## config.mk

```make
export PLATFORM = sky130hd
export DESIGN_NAME = whitespace_trim_percent_encoder_core
export DESIGN_NICKNAME = d
export VERILOG_FILES = /design/src/hw/rtl/wtpe_pkg.sv /design/src/hw/rtl/wtpe_enc.sv /design/src/hw/rtl/whitespace_trim_percent_encoder_core.sv
export SDC_FILE = /design/constraint.sdc
export NUM_CORES = 1
export LEC_CHECK = 0
export BUFFER_PORTS_ARGS = -buffer_cell sky130_fd_sc_hd__buf_2
export CAP_MARGIN = 20
export CORE_MARGIN = 2
export CORE_UTILIZATION = 50
export DETAILED_ROUTE_END_ITERATION = 8
export PLACE_DENSITY_LB_ADDON = 0.25
export SLEW_MARGIN = 20
export SYNTH_ARGS = -nofsm -noshare
export SYNTH_HDL_FRONTEND = slang
export SYNTH_SLANG_ARGS = --single-unit
```

## constraint.sdc

```tcl
create_clock -name clk -period 3.6 [get_ports clk]
set_clock_uncertainty 0.05 [all_clocks]
set_input_delay 0.36 -clock clk [delete_from_list [all_inputs] [get_ports clk]]
set_output_delay 0.36 -clock clk [all_outputs]
set_load 0.005 [all_outputs]
```

## src/hw/rtl/wtpe_pkg.sv

```systemverilog
// Package for the whitespace-trim percent encoder: beat types, bundle type,
// escape table and hex digit helpers. No dependencies.
`default_nettype none

package wtpe_pkg;

    localparam int unsigned BYTE_W   = 8;
    localparam int unsigned MAX_OUT  = 6;
    localparam int unsigned CNT_W    = 3;

    localparam logic [BYTE_W-1:0] CH_TAB     = 8'h09;
    localparam logic [BYTE_W-1:0] CH_LF      = 8'h0A;
    localparam logic [BYTE_W-1:0] CH_SPACE   = 8'h20;
    localparam logic [BYTE_W-1:0] CH_LT      = 8'h3C;
    localparam logic [BYTE_W-1:0] CH_GT      = 8'h3E;
    localparam logic [BYTE_W-1:0] CH_PERCENT = 8'h25;
    localparam logic [BYTE_W-1:0] CH_ZERO    = 8'h30;
    localparam logic [BYTE_W-1:0] CH_TWO     = 8'h32;

    typedef struct packed {
        logic [BYTE_W-1:0] in_byte;
        logic              end_of_text;
    } item_t;

    typedef struct packed {
        logic [BYTE_W-1:0] out_byte;
        logic              has_byte;
        logic              last;
    } code_t;

    // Up to six result bytes of one item, slot 0 goes out first.
    typedef struct packed {
        logic [MAX_OUT-1:0][BYTE_W-1:0] bytes;
        logic [CNT_W-1:0]               cnt;
        logic                           has_byte;
        logic                           last;
    } bundle_t;

    typedef struct packed {
        logic space_pending;
        logic content_seen;
    } trim_state_t;

    function automatic logic needs_escape(input logic [BYTE_W-1:0] c);
        logic hit;
        begin
            unique case (c)
                8'h22, 8'h27, 8'h5C, 8'h2F, 8'h3E, 8'h3C, 8'h20, 8'h25,
                8'h7B, 8'h7D, 8'h7C, 8'h5E, 8'h60, 8'h3A, 8'h3F, 8'h23,
                8'h5B, 8'h5D, 8'h40, 8'h21, 8'h24, 8'h26, 8'h28, 8'h29,
                8'h2A, 8'h2B, 8'h2C, 8'h3B, 8'h3D: hit = 1'b1;
                default:                            hit = 1'b0;
            endcase
            return hit;
        end
    endfunction

    // Uppercase ASCII hex digit of a nibble.
    function automatic logic [BYTE_W-1:0] hex_digit(input logic [3:0] nib);
        logic [BYTE_W-1:0] d;
        begin
            if (nib < 4'd10)
                d = 8'h30 + {4'd0, nib};
            else
                d = 8'h37 + {4'd0, nib};
            return d;
        end
    endfunction

endpackage

`default_nettype wire

```

## src/hw/rtl/wtpe_enc.sv

```systemverilog
// Combinational trim and escape step for one item: builds the result bundle
// and the next trim state. Depends on wtpe_pkg.
`default_nettype none

module wtpe_enc (
    input  wire wtpe_pkg::item_t       item,
    input  wire wtpe_pkg::trim_state_t st,
    output wtpe_pkg::bundle_t          bundle,
    output wtpe_pkg::trim_state_t      st_next
);

    logic [wtpe_pkg::BYTE_W-1:0] b;
    logic                        emit_sp;
    logic                        emit_b;
    logic                        esc;
    logic [wtpe_pkg::CNT_W-1:0]  cnt;

    always_comb
    begin
        b       = (item.in_byte == wtpe_pkg::CH_TAB) ? wtpe_pkg::CH_SPACE : item.in_byte;
        esc     = wtpe_pkg::needs_escape(b);
        emit_sp = 1'b0;
        emit_b  = 1'b0;
        st_next = st;

        if (b == wtpe_pkg::CH_LF)
        begin
            // line feed dropped
        end
        else if (b == wtpe_pkg::CH_SPACE)
        begin
            st_next.space_pending = st.space_pending | st.content_seen;
        end
        else
        begin
            emit_sp = st.space_pending && (b != wtpe_pkg::CH_LT) && (b != wtpe_pkg::CH_GT);
            emit_b  = 1'b1;
            st_next.space_pending = 1'b0;
            st_next.content_seen  = 1'b1;
        end

        if (item.end_of_text)
        begin
            st_next.space_pending = 1'b0;
            st_next.content_seen  = 1'b0;
        end
    end

    always_comb
    begin
        bundle.bytes = '0;
        cnt          = '0;

        if (emit_sp)
        begin
            bundle.bytes[0] = wtpe_pkg::CH_PERCENT;
            bundle.bytes[1] = wtpe_pkg::CH_TWO;
            bundle.bytes[2] = wtpe_pkg::CH_ZERO;
            cnt             = 3'd3;
        end

        if (emit_b)
        begin
            if (esc)
            begin
                if (emit_sp)
                begin
                    bundle.bytes[3] = wtpe_pkg::CH_PERCENT;
                    bundle.bytes[4] = wtpe_pkg::hex_digit(b[7:4]);
                    bundle.bytes[5] = wtpe_pkg::hex_digit(b[3:0]);
                end
                else
                begin
                    bundle.bytes[0] = wtpe_pkg::CH_PERCENT;
                    bundle.bytes[1] = wtpe_pkg::hex_digit(b[7:4]);
                    bundle.bytes[2] = wtpe_pkg::hex_digit(b[3:0]);
                end
                cnt = cnt + 3'd3;
            end
            else
            begin
                if (emit_sp)
                    bundle.bytes[3] = b;
                else
                    bundle.bytes[0] = b;
                cnt = cnt + 3'd1;
            end
        end

        // empty end marker: one result without data
        bundle.has_byte = (cnt != '0);
        if (item.end_of_text && (cnt == '0))
            bundle.cnt = 3'd1;
        else
            bundle.cnt = cnt;
        bundle.last = item.end_of_text;
    end

endmodule

`default_nettype wire

```

## src/hw/rtl/whitespace_trim_percent_encoder_core.sv

```systemverilog
// Top level of the whitespace-trim percent encoder: input register, trim
// state, result bundle register and byte serializer. Depends on wtpe_pkg, wtpe_enc.
`default_nettype none

// Takes one text byte per beat (end_of_text marks the final byte of a text)
// and gives one encoded byte per beat. Tabs turn into spaces, line feeds are
// dropped, leading spaces and space runs are trimmed, a held space is dropped
// before '<', '>' and at the end of the text, and reserved characters leave
// as '%' plus two uppercase hex digits. An end beat that yields nothing gives
// one result with has_byte low and last high. The output side moves one
// byte per cycle while code_stall is low. An item yields 1 result byte when
// plain, 3 when escaped and up to 6 with a released space; an item with no
// result still passes through the input register. An accepted item passes
// through the input register and the result bundle register before its
// first result shows. The next item is taken while the current bundle drains.
module whitespace_trim_percent_encoder_core (
    input  wire                    clk,
    input  wire                    rst_n,
    input  wire                    item_valid,
    output logic                   item_stall,
    input  wire wtpe_pkg::item_t   item_data,
    output logic                   code_valid,
    input  wire                    code_stall,
    output wtpe_pkg::code_t        code_data
);

    // input register
    logic                  in_valid_reg;
    wtpe_pkg::item_t       in_item_reg;

    // trim state, touched only when an item moves into the bundle stage
    wtpe_pkg::trim_state_t st_reg;
    wtpe_pkg::trim_state_t st_next;

    // result bundle: bytes shift toward slot 0 as beats leave
    logic [wtpe_pkg::MAX_OUT-1:0][wtpe_pkg::BYTE_W-1:0] bytes_reg;
    logic [wtpe_pkg::MAX_OUT-1:0][wtpe_pkg::BYTE_W-1:0] bytes_next;
    logic [wtpe_pkg::CNT_W-1:0] cnt_reg;
    logic [wtpe_pkg::CNT_W-1:0] cnt_next;
    logic                       has_reg;
    logic                       last_reg;

    wtpe_pkg::bundle_t     bundle;

    logic item_take;
    logic code_take;
    logic bundle_done;
    logic bundle_free;
    logic move;

    wtpe_enc u_enc (
        .item    (in_item_reg),
        .st      (st_reg),
        .bundle  (bundle),
        .st_next (st_next)
    );

    assign code_valid  = (cnt_reg != '0);
    assign code_take   = code_valid && !code_stall;
    assign bundle_done = code_take && (cnt_reg == 3'd1);
    assign bundle_free = !code_valid || bundle_done;
    assign move        = in_valid_reg && bundle_free;

    // stall only while an item sits in the input register and cannot move on
    assign item_stall  = in_valid_reg && !bundle_free;
    assign item_take   = item_valid && !item_stall;

    assign code_data.out_byte = bytes_reg[0];
    assign code_data.has_byte = has_reg;
    assign code_data.last     = last_reg && (cnt_reg == 3'd1);

    always_comb
    begin
        bytes_next = bytes_reg;
        cnt_next   = cnt_reg;
        if (move)
        begin
            bytes_next = bundle.bytes;
            cnt_next   = bundle.cnt;
        end
        else if (code_take)
        begin
            for (int i = 0; i < wtpe_pkg::MAX_OUT - 1; i++)
                bytes_next[i] = bytes_reg[i+1];
            bytes_next[wtpe_pkg::MAX_OUT-1] = '0;
            cnt_next = cnt_reg - 3'd1;
        end
    end

    always_ff @(posedge clk or negedge rst_n)
    begin
        if (!rst_n)
        begin
            in_valid_reg <= 1'b0;
            st_reg       <= '0;
            cnt_reg      <= '0;
        end
        else
        begin
            if (item_take)
                in_valid_reg <= 1'b1;
            else if (move)
                in_valid_reg <= 1'b0;

            if (move)
                st_reg <= st_next;

            cnt_reg <= cnt_next;
        end
    end

    // payload registers, no reset
    always_ff @(posedge clk)
    begin
        if (item_take)
            in_item_reg <= item_data;
        bytes_reg <= bytes_next;
        if (move)
        begin
            has_reg  <= bundle.has_byte;
            last_reg <= bundle.last;
        end
    end

endmodule

`default_nettype wire
```

==> results of run 1 <==
[through the flow]
| stage | hold slack, ns | utilization [%] | setup slack (ns) |
|---|---|---|---|
| floorplan | 0.0144 | - | 1.33 |
| global placement | 0.143 | 53.1 | 0.946 |
| detailed placement | 0.145 | 53.1 | 0.856 |
| CTS | 0.124 | 55.8 | 0.843 |
| global route | 0.124 | 55.8 | 0.686 |
| finish | 0.138 | 55.8 | 0.834 |
[routing by layer]
metal / share of wire (%) / up-vias / routed length, um / track usage (%)
met5: 0 / - / 0 / 0
met4: 3.2 / 0 / 206 / 9.81
met3: 6.4 / 19 / 418 / 5.70
met2: 48 / 81 / 3100 / 29.1
met1: 43 / 1049 / 2780 / 24.7
li1: - / 1058 / - / -
[report_power, final]
part           switching (mW)  internal (mW)  leakage (nW)
Combinational           0.679          0.418         0.614
Sequential              0.165           1.28         0.635
Clock                   0.277          0.243        0.0862
[critical path, stage by stage (launching register included)]
cell	delay (ns)
edfxtp_1	0.58
nand3b_1	0.27
o41ai_2	0.50
or3_1	0.36
clkinv_4	0.12
ha_1	0.22
nand2_1	0.23
a21oi_1	0.07
a211o_1	0.23
[worst min path at each step]
stage	endpoint	startpoint	slack (ns)	cells after the start
after detailed placement	cnt_reg[0]	rst_n	0.14	1
final	in_item_reg[7]	item_data[7]	0.14	1
after global placement	cnt_reg[0]	rst_n	0.14	1
after global routing	in_item_reg[8]	item_data[8]	0.12	1
after floorplan	cnt_reg[0]	rst_n	0.01	0
after CTS	in_item_reg[7]	item_data[7]	0.12	1
[placed cells by master, fill, tap and decap left out, drive strengths merged, types with 7 or more instances in the layout]
cell / Yosys / layout
o21ai: 22 / 22
inv: 8 / 8
nor3: 10 / 10
a21oi: 16 / 16
clkbuf: 8 / 9
edfxtp: 57 / 57
o41ai: 8 / 8
clkinv: 2 / 8
nand2: 32 / 32
and2: 8 / 8
a32o: 7 / 7
buf: 22 / 31
nor2: 8 / 8
[cell families after synthesis]
| logic type | after synthesis |
|---|---|
| xor+xnor | 2 |
| compound gates | 76 |
| fa+ha+maj | 5 |
| flops | 63 |
| buf+inv | 40 |
| simple gates | 89 |
[what timing repair did]
| action | 4_1_cts | 5_1_grt |
|---|---|---|
| hold buffers | 1 | 0 |
| endpoints found under the setup margin | 0 | 0 |
| endpoints found under the hold margin | 6 | 0 |
[cell usage after synthesis, drive strengths merged (3+ instances only)]
library cell	n
o31ai	6
o41ai	8
or3	3
edfxtp	57
ha	5
nor2	8
a21oi	16
clkbuf	8
nand2	32
nor3	10
and2	8
a32o	7
o21ai	22
inv	8
and3	3
buf	22
dfrtp	6
nand2b	5
a31oi	3
nor2b	4
a22oi	3
[final cells by class]
type	instances	area share [%]
timing repair buffer	32	5.54
clock inverter	7	1.14
tap	77	2.73
clock buffer	9	3.51
multi-input combinational	172	33.0
sequential	63	52.8
inverter	10	1.21
==> impl_metrics.xml, run 1 <==
<?xml version="1.0" encoding="UTF-8"?>
<metrics>
  <group name="drt">
    <metric name="wirelength" unit="um">6500</metric>
    <metric name="route.detailed.drc" unit="">0</metric>
    <metric name="post_drt_wl_per_cell" unit="um">17.6</metric>
    <metric name="drt.antenna.violating_nets" unit="">0</metric>
    <metric name="count_of_vias_placed_by_the_detailed_router" unit="">2207</metric>
    <metric name="via_per_inst" unit="">5.96</metric>
    <metric name="drt_iter0_markers" unit="">132</metric>
    <metric name="dr.pass1.iters" unit="">6</metric>
  </group>
  <group name="floorplanning">
    <metric name="initial_core_util" unit="%">51.4</metric>
    <metric name="core_area" unit="um2">6310</metric>
    <metric name="die_h" unit="um">84.5</metric>
    <metric name="io_pins" unit="">25</metric>
    <metric name="fp.dieArea" unit="um2">7150</metric>
    <metric name="floorplan.rows" unit="">29</metric>
    <metric name="die_width" unit="um">84.5</metric>
  </group>
  <group name="worst_setup_path">
    <metric name="reg2regPathDepth" unit="">8</metric>
    <metric name="r2r_setup_slack" unit="ns">0.83</metric>
    <metric name="critical_path_arrival" unit="ns">2.94</metric>
    <metric name="cp-endpoint" unit="">cnt_reg[2]</metric>
    <metric name="cp_max_fo" unit="">17</metric>
    <metric name="worst-endpoint-required" unit="ns">3.77</metric>
    <metric name="setup.worst_path.start_class" unit="">register</metric>
    <metric name="critPathLaunch" unit="">in_item_reg[1]</metric>
    <metric name="rr_startpoint" unit="">in_item_reg[1]</metric>
    <metric name="critical_path.endpoint_type" unit="">register</metric>
    <metric name="critPathKind" unit="">register to register</metric>
    <metric name="critical_path.reg2reg.endpoint" unit="">cnt_reg[2]</metric>
  </group>
  <group name="power">
    <metric name="power_per_cell_area" unit="nW/um2">867</metric>
    <metric name="max-vdd-ir-drop" unit="mV">0.557</metric>
    <metric name="total_leakage_power" unit="nW">1.33</metric>
    <metric name="totalPowerFinal" unit="mW">3.06</metric>
  </group>
  <group name="logic_synthesis">
    <metric name="synth-simple-area-share" unit="%">15.6</metric>
    <metric name="synth_cell_type_count" unit="">54</metric>
    <metric name="adder_and_majority_gate_portion_of_the_synthesized_area" unit="%">1.93</metric>
    <metric name="synthesis.area" unit="um2">3240</metric>
    <metric name="synth.ff_latch_count" unit="">63</metric>
    <metric name="syn-instance-count" unit="">275</metric>
    <metric name="dominantRegCellSynth" unit="">edfxtp_1</metric>
    <metric name="combinational_family_with_the_most_area_after_synthesis" unit="">compound AO/OA/AOI/OAI gates</metric>
    <metric name="synth.area.top_cells" unit="">edfxtp_1 53%, dfrtp_1 4.6%, nand2_1 3.6%, buf_4 2.5%, a21oi_1 2.5%</metric>
    <metric name="synthXorXnorAreaFrac" unit="%">0.540</metric>
    <metric name="synth_largest_area_cell" unit="">edfxtp_1</metric>
    <metric name="synth_top_area_share" unit="%">52.8</metric>
    <metric name="synth_compound_gate_area_share" unit="%">17.5</metric>
    <metric name="sequential_area_share_after_synthesis" unit="%">57.4</metric>
    <metric name="postSynth.asyncResetShare" unit="%">9.52</metric>
    <metric name="postSynthNetCount" unit="">293</metric>
    <metric name="ys_warn_count" unit="">0</metric>
    <metric name="synth_edf_count" unit="">57</metric>
    <metric name="avgSynthCellArea" unit="um2">11.8</metric>
    <metric name="synth_mux_area_share" unit="%">0</metric>
  </group>
  <group name="clock_tree">
    <metric name="clock_sinks" unit="">63</metric>
    <metric name="cts_post_setup_buffers_inserted" unit="">0</metric>
    <metric name="clock_latency" unit="ns">0.34</metric>
    <metric name="tritoncts" unit="">done</metric>
    <metric name="clock_tree.htree_level_count" unit="">3</metric>
    <metric name="worst_setup_hold_path_clk_slew" unit="ns">0.07</metric>
    <metric name="post_cts_resized" unit="">0</metric>
    <metric name="max-clock-path-buffers" unit="">2</metric>
    <metric name="clock-root-buffer" unit="">clkbuf_8</metric>
    <metric name="tritoncts.num_buffers" unit="">9</metric>
  </group>
  <group name="place">
    <metric name="dp.final_hpwl" unit="um">4310</metric>
    <metric name="place_congestion" unit="">0.913</metric>
    <metric name="port-buffer-count" unit="">24</metric>
    <metric name="dpl_cell_area" unit="um2">3350</metric>
    <metric name="placed_cell_count" unit="">353</metric>
  </group>
  <group name="global_routing">
    <metric name="grt_max_degree" unit="">46</metric>
    <metric name="groute.usage.overall" unit="%">19.0</metric>
    <metric name="first_global_vias" unit="">2114</metric>
    <metric name="grt_remaining_overflow" unit="">0</metric>
    <metric name="grt_antenna_before_repair" unit="">0</metric>
    <metric name="grt_first_pass_wirelength" unit="um">10300</metric>
  </group>
  <group name="final_layout">
    <metric name="final_area" unit="um2">3520</metric>
    <metric name="largest_reg_flops" unit="">38</metric>
    <metric name="post_route_cells_drive_above_1_share" unit="%">20.1</metric>
    <metric name="fillers" unit="">546</metric>
    <metric name="area.growth.synth_to_final" unit="%">8.68</metric>
    <metric name="area.sequential" unit="um2">1860</metric>
    <metric name="multi_input_area" unit="um2">1160</metric>
    <metric name="finalNonFillerCells" unit="">370</metric>
    <metric name="antenna_cells_inserted" unit="">0</metric>
    <metric name="finalNetCount" unit="">306</metric>
  </group>
  <group name="timing">
    <metric name="max_freq" unit="MHz">362</metric>
    <metric name="accumulated_negative_setup_slack" unit="ns">0</metric>
    <metric name="maxSlewHeadroom" unit="%">41.4</metric>
    <metric name="tightestPinTransition" unit="ns">0.873</metric>
    <metric name="timing_hold_violations_final" unit="">0</metric>
    <metric name="timing.final.crit_share" unit="%">76.8</metric>
    <metric name="maxSlewViolCount" unit="">0</metric>
    <metric name="post-route-min-period" unit="ns">2.77</metric>
    <metric name="grt_setup_unrepaired" unit="">no</metric>
    <metric name="report.final.setup_viol" unit="">0</metric>
  </group>
  <group name="outcome">
    <metric name="status" unit="">finished, final reports clean</metric>
  </group>
  <group name="flow_run">
    <metric name="cap_viol_max_count" unit="">0</metric>
  </group>
  <group name="hold_path">
    <metric name="min-delay-path-class" unit="">input pin to register</metric>
  </group>
</metrics>
(Power assumes the default switching activity.)
==> run 2, diff against run 1 <==
==> constraint.sdc (replaced) <==
create_clock -name clk -period 2.5 [get_ports clk]
set_clock_uncertainty 0.05 [all_clocks]
set_input_delay 0.25 -clock clk [delete_from_list [all_inputs] [get_ports clk]]
set_output_delay 0.25 -clock clk [all_outputs]
set_load 0.005 [all_outputs]
==> run 2 against run 1 <==
Net effect:
- global-route usage rose by 0.84 points
- critical endpoint is now bytes_reg[8]
- count of clock-buffer cells in the layout rose by 1
- first-iteration DRC count rose by 25%
- highest routed layer unchanged
- final cell count rose by 4.3%
- clock power rose by 39%
==> impl_metrics.xml, run 2 (same netlist as run 1, synthesis figures left out) <==
<?xml version="1.0" encoding="UTF-8"?>
<metrics>
  <group name="final_layout">
    <metric name="fillers" unit="">558</metric>
    <metric name="largest_reg_flops" unit="">38</metric>
    <metric name="area.sequential" unit="um2">1860</metric>
    <metric name="multi_input_area" unit="um2">1160</metric>
    <metric name="antenna_cells_inserted" unit="">0</metric>
    <metric name="area.growth.synth_to_final" unit="%">13.1</metric>
    <metric name="finalNetCount" unit="">323</metric>
    <metric name="layout.cells.most_common_list" unit="">57 x edfxtp_1, 31 x nand2_1, 24 x buf_2</metric>
    <metric name="post_route_cells_drive_above_1_share" unit="%">23.9</metric>
    <metric name="final_common_cell" unit="">edfxtp_1</metric>
  </group>
  <group name="global_routing">
    <metric name="grt_max_degree" unit="">46</metric>
    <metric name="grt_remaining_overflow" unit="">0</metric>
    <metric name="groute.usage.overall" unit="%">19.9</metric>
    <metric name="grt_antenna_before_repair" unit="">0</metric>
    <metric name="grt_first_pass_wirelength" unit="um">10800</metric>
    <metric name="first_global_vias" unit="">2229</metric>
  </group>
  <group name="clock_tree">
    <metric name="clock-root-buffer" unit="">clkbuf_8</metric>
    <metric name="clock_sinks" unit="">63</metric>
    <metric name="max-clock-path-buffers" unit="">2</metric>
    <metric name="clock_tree.htree_level_count" unit="">3</metric>
    <metric name="worst_setup_hold_path_clk_slew" unit="ns">0.06</metric>
    <metric name="tritoncts.num_buffers" unit="">9</metric>
    <metric name="clock_latency" unit="ns">0.34</metric>
    <metric name="cts_post_setup_buffers_inserted" unit="">0</metric>
    <metric name="tritoncts" unit="">done</metric>
  </group>
  <group name="outcome">
    <metric name="status" unit="">finished, final reports clean</metric>
  </group>
  <group name="floorplanning">
    <metric name="die_h" unit="um">84.5</metric>
    <metric name="core_area" unit="um2">6310</metric>
    <metric name="io_pins" unit="">25</metric>
    <metric name="fp.dieArea" unit="um2">7150</metric>
    <metric name="floorplan.rows" unit="">29</metric>
    <metric name="die_width" unit="um">84.5</metric>
    <metric name="initial_core_util" unit="%">51.4</metric>
  </group>
  <group name="power">
    <metric name="power_per_cell_area" unit="nW/um2">1230</metric>
    <metric name="totalPowerFinal" unit="mW">4.50</metric>
    <metric name="max-vdd-ir-drop" unit="mV">0.911</metric>
    <metric name="total_leakage_power" unit="nW">1.42</metric>
  </group>
  <group name="worst_setup_path">
    <metric name="critical_path_arrival" unit="ns">2.45</metric>
    <metric name="critical_path.endpoint_type" unit="">register</metric>
    <metric name="cp_max_fo" unit="">29</metric>
    <metric name="cpMaxStageDelayCell" unit="">or4_1</metric>
    <metric name="worst-endpoint-required" unit="ns">2.59</metric>
    <metric name="crit_path_max_incr_delay" unit="ns">0.55</metric>
    <metric name="path_cells" unit="">or4_1, a21oi_1, o21ai_1, o31a_1, buf_12, o41ai_1</metric>
    <metric name="setup.worst_path.start_class" unit="">register</metric>
    <metric name="critPathKind" unit="">register to register</metric>
  </group>
  <group name="hold_path">
    <metric name="min-delay-path-class" unit="">input pin to register</metric>
  </group>
  <group name="timing">
    <metric name="timing.final.ws_setup" unit="ns">0.143</metric>
    <metric name="post-route-min-period" unit="ns">2.36</metric>
    <metric name="grt_setup_unrepaired" unit="">no</metric>
    <metric name="max_freq" unit="MHz">424</metric>
    <metric name="maxSlewViolCount" unit="">0</metric>
    <metric name="timing_hold_violations_final" unit="">0</metric>
    <metric name="maxSlewHeadroom" unit="%">66.9</metric>
    <metric name="hold_slack" unit="ns">0.0361</metric>
    <metric name="timing.final.crit_share" unit="%">94.3</metric>
    <metric name="tightestPinTransition" unit="ns">0.496</metric>
    <metric name="accumulated_negative_setup_slack" unit="ns">0</metric>
    <metric name="report.final.setup_viol" unit="">0</metric>
  </group>
  <group name="flow_run">
    <metric name="cap_viol_max_count" unit="">0</metric>
  </group>
  <group name="drt">
    <metric name="route.detailed.drc" unit="">0</metric>
    <metric name="via_per_inst" unit="">5.89</metric>
    <metric name="drt.antenna.violating_nets" unit="">0</metric>
    <metric name="wirelength" unit="um">6830</metric>
    <metric name="count_of_vias_placed_by_the_detailed_router" unit="">2274</metric>
    <metric name="dr.pass1.iters" unit="">4</metric>
    <metric name="drt_iter0_markers" unit="">165</metric>
    <metric name="post_drt_wl_per_cell" unit="um">17.7</metric>
  </group>
  <group name="place">
    <metric name="dp.final_hpwl" unit="um">4720</metric>
    <metric name="place_congestion" unit="">0.818</metric>
    <metric name="place_ws" unit="ns">0.183</metric>
    <metric name="port-buffer-count" unit="">24</metric>
  </group>
</metrics>
run 2: changes by cell type in the layout (fill, tap and decap cells not counted):
cell | before | now
clkbuf_1 | 0 | 1
clkinv_2 | 4 | 3
buf_4 | 6 | 21
clkinv_4 | 2 | 1
buf_12 | 1 | 3
run 2: path summary, 6_finish.rpt:
| path | startpoint | endpoint | slack (ns) | depth (start not counted) |
|---|---|---|---|---|
| setup / recovery | in_item_reg[2] | bytes_reg[8] | 0.14 | 6 |
| hold / removal | item_data[0] | in_item_reg[0] | 0.04 | 1 |
| setup reg to reg | in_item_reg[2] | bytes_reg[8] | 0.14 | 6 |
| hold reg to reg | bytes_reg[31] | bytes_reg[23] | 0.46 | 1 |
| max in group asynchronous | rst_n | in_valid_reg | 2.03 | 2 |
| min in group asynchronous | rst_n | cnt_reg[2] | 0.21 | 2 |
run 2: routing by layer:
layer	vias to the layer above	wire, um	global-route usage (%)
met3	16	305	3.64
met1	1096	2980	25.4
met2	75	3390	32.3
li1	1087	-	-
met4	0	161	10.5
met5	-	0	0
run 2: timing repair:
action                    4_1_cts  5_1_grt
hold buffers                    1        0
gates resized for setup         0        0
hold endpoints to repair        6        0
run 2: area by class of cell:
class,instances,area share (%)
Multi-Input combinational cell,172,31.8
Inverter,10,1.16
Clock inverter,5,0.716
Sequential cell,63,50.8
Timing Repair Buffer,49,9.48
Clock buffer,10,3.48
Tap cell,77,2.63
run 2: power by group:
group / leakage, nW / internal (mW) / switching, mW
Sequential: 0.635 / 1.83 / 0.182
Combinational: 0.706 / 0.711 / 1.05
Clock: 0.0793 / 0.345 / 0.376
Total: 1.42 / 2.89 / 1.61
run 2: critical path: cells and delay by family, from the launching register on:
family | cells | cell delay (ns)
AOI/OAI and AO/OA | 4 | 0.86
buffers and inverters | 1 | 0.19
DFF | 1 | 0.51
and+or+nand+nor | 1 | 0.55
run 2: through the flow:
stage	std cells	utilization (%)	instance area (um2)
6_report	386	58.1	3670
5_1_grt	386	58.1	3670
4_1_cts	386	58.1	3670
3_5_place_dp	370	55.5	3500
3_3_place_gp	370	55.5	3500
2_1_floorplan	275	-	3240
